<file path="src/hdl/pltl_pkg.sv">
// Shared types, codes and widths for the piecewise-linear table lookup block.
package pltl_pkg;

    localparam int VALUE_WIDTH = 32;
    localparam int NP_WIDTH    = 11;
    localparam int IDX_WIDTH   = 10;
    localparam int ALU_WIDTH   = VALUE_WIDTH + 2;

    localparam logic [1:0] OP_WRITE   = 2'd0;
    localparam logic [1:0] OP_FORWARD = 2'd1;
    localparam logic [1:0] OP_INVERSE = 2'd2;

    localparam logic [1:0] ST_OK    = 2'd0;
    localparam logic [1:0] ST_RANGE = 2'd1;
    localparam logic [1:0] ST_FLAT  = 2'd2;

    typedef struct packed {
        logic [1:0]                    operation;
        logic [IDX_WIDTH-1:0]          point_index;
        logic signed [VALUE_WIDTH-1:0] point_x;
        logic signed [VALUE_WIDTH-1:0] point_y;
        logic signed [VALUE_WIDTH-1:0] query_value;
    } t_in_item;

    typedef struct packed {
        logic signed [VALUE_WIDTH-1:0] result_value;
        logic [NP_WIDTH-1:0]           segment_index;
        logic [1:0]                    status;
    } t_out_item;

    // Request to and response from the shared add/subtract unit.
    typedef struct packed {
        logic [ALU_WIDTH-1:0] op_a;
        logic [ALU_WIDTH-1:0] op_b;
        logic                 sub;
    } t_alu_req;

    typedef struct packed {
        logic [ALU_WIDTH-1:0]   sum;
        logic                   neg;
        logic                   zero;
        logic [VALUE_WIDTH-1:0] mag;
    } t_alu_rsp;

endpackage

</file>
<file path="src/hdl/pltl_alu.sv">
// Shared add/subtract unit with sign, zero and magnitude outputs.
module pltl_alu import pltl_pkg::*; (
    input  t_alu_req i_req,
    output t_alu_rsp o_rsp
);

    logic [ALU_WIDTH-1:0] sum;
    logic [ALU_WIDTH-1:0] neg_sum;

    always_comb begin
        sum     = i_req.sub ? (i_req.op_a - i_req.op_b) : (i_req.op_a + i_req.op_b);
        neg_sum = '0 - sum;
        o_rsp.sum  = sum;
        o_rsp.neg  = sum[ALU_WIDTH-1];
        o_rsp.zero = (sum == '0);
        // The magnitude is only meaningful for differences of two 32-bit values.
        o_rsp.mag  = sum[ALU_WIDTH-1] ? neg_sum[VALUE_WIDTH-1:0] : sum[VALUE_WIDTH-1:0];
    end

endmodule

</file>
<file path="config.mk">
export PLATFORM = sky130hd
export DESIGN_NAME = pltl_alu
export DESIGN_NICKNAME = d
export VERILOG_FILES = /design/src/hdl/pltl_pkg.sv /design/src/hdl/pltl_alu.sv
export SDC_FILE = /design/constraint.sdc
export NUM_CORES = 1
export LEC_CHECK = 0
export BUFFER_PORTS_ARGS = -buffer_cell sky130_fd_sc_hd__buf_4
export CORE_MARGIN = 1
export CORE_UTILIZATION = 52
export DETAILED_ROUTE_END_ITERATION = 16
export GPL_ROUTABILITY_DRIVEN = 0
export PLACE_DENSITY_LB_ADDON = 0.25
export SETUP_SLACK_MARGIN = 0.15
export SLEW_MARGIN = 0
export SYNTH_ARGS = -nofsm -noshare
export SYNTH_HDL_FRONTEND = slang
export SYNTH_SLANG_ARGS = --single-unit
</file>
<file path="constraint.sdc">
create_clock -name vclk -period 4.85
set_input_delay 0 -clock vclk [all_inputs]
set_output_delay 0 -clock vclk [all_outputs]
set_load 0.02 [all_outputs]
</file>
==> results.cfg, run 1 <==
[pwr]
p_total_w = 0.00175
vdd.ir_drop.worst_mv = 0.379
pwr_density_cell_nw_per_um2 = 377
static-leakage-power_nw = 2.13

[sta]
layout_worst_path_cycle_share_pct = 95.5
grt_setup_unrepaired = yes
final_max_slew_viol_count = 0
max_slew.worst_pin.slew_ns = 0.594
slew_headroom_pct = 60.3
timing.final.crit_period_ns = 4.63
fin_tns_setup_ns = 0
finalSetupViolations = 0
max_freq_ghz = 0.216
timing.final.hold_violations = 0

[setup_path]
crit_chain = buf_6 > or4_4 > nor4_4 > buf_4 > and4b_2 > nor2_2 > xnor2_2 > ha_2 > buf_4 > o21ai_0 > nand2b_1 > a21oi_1 > o21bai_1 > o21ai_2 > a311o_1 > or3_4 > or3_4 > nor3_4 > a41oi_2 > xnor2_1 > buf_4
cp_slowest_cell = sky130_fd_sc_hd__or4_4
critPathTopFamily = simple AND/OR/NAND/NOR gates
crit_cells = 21
cp-end-kind = output pin
crit_start = i_req[2]
timing.critical_path.fanout_max = 6
start_kind = primary input
critPathArrivalTime_ns = 4.63
worst-endpoint-required_ns = 4.85
critical_path.most_common_cell = sky130_fd_sc_hd__buf_4
crit_end = o_rsp[30]
timing.critical_path.buf_inv = 4
critPathMaxStageDelay_ns = 0.56
path_class = in2out

[final_layout]
final_layout_size_suffix_gt1_share_pct = 32.3
layout.nets = 735
commonest_cells_after_routing_fill_and_taps_aside = 154 x sky130_fd_sc_hd__buf_4, 56 x sky130_fd_sc_hd__xnor2_1, 55 x sky130_fd_sc_hd__a21oi_1
regArea_um2 = 0
filler_cell_count = 499
num-clock-buffers = 0
fin_area_um2 = 4640
antennaDiodeCount = 0
area_growth_pct = 38.3
n_sequential_cell = 0
layout.cells.most_common = sky130_fd_sc_hd__buf_4
multiInputGateArea_um2 = 3260

[global_route]
grt_remaining_overflow = 0
antenna_violations_before_repair = 0
maximum_number_of_pins_on_one_net_before_global_route_repair = 34
grt_first_pass_wirelength_um = 15800
grt_pass1_vias = 3606
globalRouteTotalUtil_pct = 28.6

[logic_synthesis]
synthDominantCellAreaShare_pct = 14.9
netlist_area_um2 = 3350
postSynthCellCount = 492
yosysUniqueCellTypes = 68
synth_top_cell_by_area = sky130_fd_sc_hd__xnor2_1
mappedNetlistNets = 597
synth.yosys.warnings = 0
synthesis.area_per_instance_um2 = 6.81
yosys-top-cells-area = sky130_fd_sc_hd__xnor2_1 15%, sky130_fd_sc_hd__ha_1 13%, sky130_fd_sc_hd__a21oi_1 9.3%, sky130_fd_sc_hd__xor2_1 8.9%, sky130_fd_sc_hd__nor2_1 4.5%
synth.yosys.seq_area_share_pct = 0

[detailed_routing]
drc = 0
drt-initial-drc-count = 315
drtPass1Iterations = 5
drt-wirelength-per-cell_um = 15.3
routed_wirelength_um = 10800
vias_per_cell = 6.02
routed-via-count = 4231
antenna_left = 0

[placed_design]
port-buffer-count = 137
place.detailed.hpwl_um = 8630
dp_area_um2 = 4430

[run]
max_cap_violations = 0

[floorplan]
fp.dieW_um = 82.3
floorplan.die.height_um = 82.3
floorplan.initialDensity_pct = 55.3
die_area_um2 = 6770
io-pin-count = 137
row_count = 28
core_um2 = 6060

[run_status]
run_status = finished, final reports clean

[worst_hold_path]
tightest_hold_check_type = in2out
tightest hold or removal path, stage by stage:
cell and delay, ns:
sky130_fd_sc_hd__buf_4 0.10, sky130_fd_sc_hd__fa_1 0.18, sky130_fd_sc_hd__buf_4 0.14
routing by layer:
layer | global-route usage, % | up-vias | share of wire [%] | routed length [um]
li1 | - | 2062 | - | -
met1 | 37.7 | 1955 | 41 | 4450
met2 | 52.8 | 203 | 50 | 5380
met3 | 1.21 | 11 | 8.0 | 865
met4 | 2.63 | 0 | 0.80 | 86
met5 | 0 | - | 0 | 0
synth_stat cells (all sizes together) (4+ instances only):
library cell	n
and2	8
o31ai	5
nor2	40
nand3	11
clkbuf	11
nor4	10
xor2	34
a31oi	9
buf	10
inv	27
nand4	9
or3	5
xnor2	59
or2	5
a21oi	63
and3	6
nand2	30
o21bai	10
a21o	4
o21ai	31
a211oi	5
nor3	19
ha	35
final cells by class:
| cell class | instances | area share [%] |
|---|---|---|
| tap | 75 | 2.02 |
| timing repair buffer | 156 | 25.4 |
| multi-input combinational | 445 | 70.3 |
| inverter | 27 | 2.24 |
cell families after synthesis:
group | share of synthesized area, %
AND/OR/NAND/NOR | 25.3
AO/OA/AOI/OAI | 29.6
XOR/XNOR | 24.7
buffers and inverters | 6.31
adder cells (fa/ha/maj) | 13.7
multiplexers | 0.299
through the flow:
| step | util (%) | cells | setup slack, ns | hold slack [ns] |
|---|---|---|---|---|
| after global placement | 73.1 | 692 | 0.177 | 0.418 |
| final | 76.5 | 703 | 0.216 | 0.419 |
| after floorplan | - | 492 | 0.412 | 0.253 |
| after global routing | 76.5 | 703 | 0.0703 | 0.437 |
| after detailed placement | 73.1 | 692 | -0.0167 | 0.420 |
| after CTS | 73.5 | 694 | 0.159 | 0.421 |
repair_timing:
action	CTS	global route
hold buffers	0	0
cloned	0	1
gates resized for setup	3	31
buffers inserted	2	8
hold endpoints to repair	0	0
pin swaps	1	16
setup endpoints to repair	21	34
worst min path at each step:
stage | from | end | cells after the start
after floorplan | i_req[1] | o_rsp[0] | 2
after global placement | i_req[36] | o_rsp[35] | 3
after detailed placement | i_req[36] | o_rsp[35] | 3
after CTS | i_req[36] | o_rsp[35] | 3
after global routing | i_req[36] | o_rsp[35] | 3
final | i_req[36] | o_rsp[35] | 3
report_power, final:
group          internal (W)  total (W)  switching (W)
registers                 0          0              0
logic              0.000725    0.00175        0.00102
clock network             0          0              0
Power figures use the tool's default switching activity.
==> run 2: changes to the inputs <==
--- a/config.mk
+++ b/config.mk
@@ -10,9 +10,11 @@
 export CORE_UTILIZATION = 52
 export DETAILED_ROUTE_END_ITERATION = 16
 export GPL_ROUTABILITY_DRIVEN = 0
-export PLACE_DENSITY_LB_ADDON = 0.25
+export PLACE_DENSITY = 0.81
+export REMOVE_ABC_BUFFERS = 1
 export SETUP_SLACK_MARGIN = 0.15
 export SLEW_MARGIN = 0
 export SYNTH_ARGS = -nofsm -noshare
 export SYNTH_HDL_FRONTEND = slang
 export SYNTH_SLANG_ARGS = --single-unit
+export TNS_END_PERCENT = 30
==> run 2 against run 1 <==
Effect of this change:
- wire length shrank 0.83%
- critical path depth shrank 3
- first-iteration DRC count shrank 9.8%
- sequential share of layout area is the same
- global-route usage grew 0.069 points
- core utilization grew 1.1 points
- power grew 0.62%
- worst setup slack lost 0.024 ns
- critical endpoint is now o_rsp[29]
==> results.cfg, run 2 (synthesis results as in run 1) <==
[sta]
max_slew.worst_pin.slew_ns = 0.714
max_freq_ghz = 0.215
timing.final.hold_violations = 0
grt_setup_unrepaired = yes
timing.final.crit_period_ns = 4.66
finalSetupViolations = 0
slew_headroom_pct = 52.0
final.hold.worst_slack_ns = 0.415
layout_worst_path_cycle_share_pct = 96.0
final_max_slew_viol_count = 0

[detailed_routing]
routed_wirelength_um = 10700
drc = 0
routed-via-count = 4185
antenna_left = 0
drt-wirelength-per-cell_um = 15.2
drtPass1Iterations = 5
vias_per_cell = 5.94
drt-initial-drc-count = 284

[global_route]
grt_first_pass_wirelength_um = 15700
globalRouteTotalUtil_pct = 28.7
maximum_number_of_pins_on_one_net_before_global_route_repair = 34
antenna_violations_before_repair = 0
grt_pass1_vias = 3514
grt_remaining_overflow = 0

[run]
max_cap_violations = 0

[floorplan]
floorplan.die.height_um = 82.3
fp.dieW_um = 82.3
die_area_um2 = 6770
floorplan.initialDensity_pct = 55.3
io-pin-count = 137
core_um2 = 6060
row_count = 28

[final_layout]
area_growth_pct = 40.2
final_layout_size_suffix_gt1_share_pct = 33.5
antennaDiodeCount = 0
layout.cells.non_filler = 704
num-clock-buffers = 0
n_sequential_cell = 0
layout.nets = 736
regArea_um2 = 0
commonest_cells_after_routing_fill_and_taps_aside = 154 x sky130_fd_sc_hd__buf_4, 56 x sky130_fd_sc_hd__xnor2_1, 53 x sky130_fd_sc_hd__a21oi_1
fin_area_um2 = 4700
layout.cells.most_common = sky130_fd_sc_hd__buf_4
utilization_pct = 77.6

[setup_path]
path_class = in2out
worst-endpoint-required_ns = 4.85
critPathArrivalTime_ns = 4.66
start_kind = primary input
cp-end-kind = output pin
timing.critical_path.fanout_max = 7

[pwr]
vdd.ir_drop.worst_mv = 0.359
pwr_density_cell_nw_per_um2 = 374
static-leakage-power_nw = 2.14
p_total_w = 0.00176

[placed_design]
place.detailed.hpwl_um = 8470
numPlacedInstances = 690
port-buffer-count = 137
dp_area_um2 = 4420

[worst_hold_path]
tightest_hold_check_type = in2out

[clocking]
cts.hold.buffers_added = 0

[run_status]
run_status = finished, final reports clean
## run 2: routing by layer
layer	track usage, %	routed length (um)	up-vias
li1	-	-	2064
met1	39.6	4620	1893
met2	50.2	5150	206
met3	0.879	723	22
met4	3.86	204	0
met5	0	0	-
## run 2: repair_timing
action | 4_1_cts | 5_1_grt
buffers inserted | 1 | 11
resized for setup | 2 | 45
pin swaps | 1 | 30
setup endpoints to repair | 20 | 34
cloned | 0 | 2
## run 2: report_power, final
part           internal [W]  total [W]  leakage (nW)  switching, W
Combinational      0.000735    0.00176          2.14       0.00102
Sequential                0          0             0             0
Clock                     0          0             0             0
Total              0.000735    0.00176          2.14       0.00102
## run 2: critical path, cell delays in order
cell and delay, ns:
sky130_fd_sc_hd__buf_8 0.10, sky130_fd_sc_hd__or4_4 0.56, sky130_fd_sc_hd__nor4_4 0.40, sky130_fd_sc_hd__and2_4 0.23, sky130_fd_sc_hd__a31oi_2 0.12, sky130_fd_sc_hd__xnor2_2 0.23, sky130_fd_sc_hd__ha_4 0.26, sky130_fd_sc_hd__a21oi_2 0.16
sky130_fd_sc_hd__o21ai_1 0.11, sky130_fd_sc_hd__a2111o_1 0.42, sky130_fd_sc_hd__o211a_1 0.21, sky130_fd_sc_hd__a311o_1 0.31, sky130_fd_sc_hd__or3_4 0.41, sky130_fd_sc_hd__or3_4 0.41, sky130_fd_sc_hd__buf_4 0.15, sky130_fd_sc_hd__o31ai_1 0.27
sky130_fd_sc_hd__xnor2_1 0.16, sky130_fd_sc_hd__buf_4 0.16
## run 2: worst paths after layout
check / start / end / slack [ns] / depth (start not counted)
max: i_req[4] / o_rsp[29] / 0.19 / 18
min: i_req[36] / o_rsp[35] / 0.42 / 3
## run 2: final cells by class
type	instances	area, um^2
inverter	27	109
fill	472	1360
tap	75	93.8
timing repair buffer	156	1180
multi-input combinational	446	3320
## run 2: per-stage QoR
stage | setup TNS (ns) | setup slack, ns
final | 0 | 0.193
after global routing | 0 | 0.0363
after CTS | 0 | 0.163
after detailed placement | -0.0277 | -0.0164
after global placement | 0 | 0.161
after floorplan | 0 | 0.482
==> run 3: changes to the inputs <==
--- a/config.mk
+++ b/config.mk
@@ -6,13 +6,13 @@
 export NUM_CORES = 1
 export LEC_CHECK = 0
 export BUFFER_PORTS_ARGS = -buffer_cell sky130_fd_sc_hd__buf_4
-export CORE_MARGIN = 1
+export CORE_MARGIN = 2
 export CORE_UTILIZATION = 52
 export DETAILED_ROUTE_END_ITERATION = 16
 export GPL_ROUTABILITY_DRIVEN = 0
 export PLACE_DENSITY = 0.81
 export REMOVE_ABC_BUFFERS = 1
-export SETUP_SLACK_MARGIN = 0.15
+export SETUP_SLACK_MARGIN = 0.5
 export SLEW_MARGIN = 0
 export SYNTH_ARGS = -nofsm -noshare
 export SYNTH_HDL_FRONTEND = slang
==> run 3 against run 2 <==
Effect of this change:
- first-iteration DRC count fell by 12%
- fmax grew 2.8%
- largest power group unchanged
- final cell count is 2.3% higher
- critical path type unchanged
- combinational power increased by 4%
- largest cell class unchanged
- critical path depth unchanged
- final area up 4.9%
==> results.cfg, run 3 (synthesis results as in run 1) <==
[run_status]
run_status = finished, final reports clean

[detailed_routing]
met3WireLength_um = 731
drc = 0
routed_wirelength_um = 11600
drt-initial-drc-count = 250
drtPass1Iterations = 5
drt-wirelength-per-cell_um = 16.2
wl_met1_um = 4850
vias_per_cell = 5.93
wl_met2_um = 5800
top_signal_layer_used = met4
routed-via-count = 4266
antenna_left = 0

[pwr]
combPwrFrac_pct = 100.0
p_seq_share_pct = 0
clockPowerShare_pct = 0
p_sw_w = 0.00106
sw_frac_of_total_pct = 57.8
pwr_density_cell_nw_per_um2 = 372
static-leakage-power_nw = 2.22
vdd.ir_drop.worst_mv = 0.388
cell_internal_pwr_w = 0.000774

[final_layout]
regArea_um2 = 0
num-clock-buffers = 0
layout.nets = 750
commonest_cells_after_routing_fill_and_taps_aside = 165 x sky130_fd_sc_hd__buf_4, 57 x sky130_fd_sc_hd__xnor2_1, 50 x sky130_fd_sc_hd__a21oi_1
layout.cells.most_common = sky130_fd_sc_hd__buf_4
final_layout_size_suffix_gt1_share_pct = 37.8
area_growth_pct = 47.1
antennaDiodeCount = 0
n_sequential_cell = 0

[global_route]
globalRouteTotalUtil_pct = 27.4
grt_remaining_overflow = 0
antenna_violations_before_repair = 0
maximum_number_of_pins_on_one_net_before_global_route_repair = 34
grt_first_pass_wirelength_um = 17100
grt_pass1_vias = 3881

[sta]
max_freq_ghz = 0.221
fin_tns_setup_ns = 0
grt_setup_unrepaired = yes
slew_headroom_pct = 52.8
timing.final.crit_period_ns = 4.53
final_max_slew_viol_count = 0
max_slew.worst_pin.slew_ns = 0.699
final.hold.worst_slack_ns = 0.426
layout_worst_path_cycle_share_pct = 93.4
finalSetupViolations = 0
timing.final.hold_violations = 0

[placed_design]
place.detailed.hpwl_um = 8520
port-buffer-count = 137

[setup_path]
critPathMaxStageDelay_ns = 0.55
path_class = in2out
timing.critical_path.fanout_max = 5
crit_chain = buf_6 > or4_4 > nor4_4 > and2_4 > a31oi_4 > xnor2_1 > ha_1 > a21oi_2 > o21ai_2 > a2111o_1 > o211a_1 > a311o_1 > or3_4 > or3_4 > nor3_4 > nand4_1 > nor4_2 > buf_4
cp_slowest_cell = sky130_fd_sc_hd__or4_4
cp-end-kind = output pin
timing.critical_path.buf_inv = 2
critical_path.most_common_cell = sky130_fd_sc_hd__or3_4
critPathTopFamily = simple AND/OR/NAND/NOR gates
worst-endpoint-required_ns = 4.85
critPathArrivalTime_ns = 4.53
start_kind = primary input

[floorplan]
die_area_um2 = 7100
core_um2 = 6280
floorplan.die.height_um = 84.3
floorplan.initialDensity_pct = 53.4
fp.dieW_um = 84.3
row_count = 29
io-pin-count = 137

[clocking]
cts.hold.buffers_added = 0

[worst_hold_path]
tightest_hold_check_type = in2out

[run]
max_cap_violations = 0
-- run 3: changes by cell type in the layout (fill, tap and decap cells not counted), sizes merged --
cell	delta
or2	+1
clkbuf	+1
inv	-1
buf	+12
clkinv	+1
-- run 3: cell type report --
cell class / instances / area [um^2]
multi-input cells: 447 / 3440
inverters: 27 / 114
fillers: 472 / 1350
repair buffers: 169 / 1280
well taps: 77 / 96.3
-- run 3: path summary, 6_finish.rpt --
path / start / endpoint / slack [ns] / depth (start not counted)
setup / recovery: i_req[2] / o_rsp[32] / 0.32 / 18
hold / removal: i_req[36] / o_rsp[35] / 0.43 / 3
-- run 3: repair_timing --
item | 4_1_cts | 5_1_grt
setup endpoints to repair | 34 | 34
gates resized for setup | 24 | 49
cloned | 1 | 2
buffers inserted | 7 | 17
pin swaps | 1 | 24
-- run 3: routing by layer --
layer,vias up,track usage (%)
met5,-,0
met4,0,5.87
met3,28,1.18
met2,190,48.3
met1,1955,37.1
li1,2093,-
-- run 3: metrics by stage --
step                total power [W]  instance area [um^2]  setup WS, ns  util, %  cells
floorplan                   0.00104                  3240         0.482        -    471
global route                0.00194                  4930         0.135     78.5    720
global placement            0.00164                  4430         0.237     70.5    693
detailed placement          0.00166                  4430         0.107     70.5    693
CTS                         0.00170                  4580         0.424     72.9    701
finish                      0.00183                  4930         0.321     78.5    720
-- run 3: power by group through the flow --
stage | clock, W | sequential (W) | combinational, W
5_1_grt | 0 | 0 | 0.00194
2_1_floorplan | 0 | 0 | 0.00104
3_5_place_dp | 0 | 0 | 0.00166
6_report | 0 | 0 | 0.00183
4_1_cts | 0 | 0 | 0.00170
3_3_place_gp | 0 | 0 | 0.00164
-- run 3: tightest hold or removal path, stage by stage --
cell and delay, ns:
sky130_fd_sc_hd__buf_4 0.10, sky130_fd_sc_hd__fa_1 0.18, sky130_fd_sc_hd__buf_4 0.14
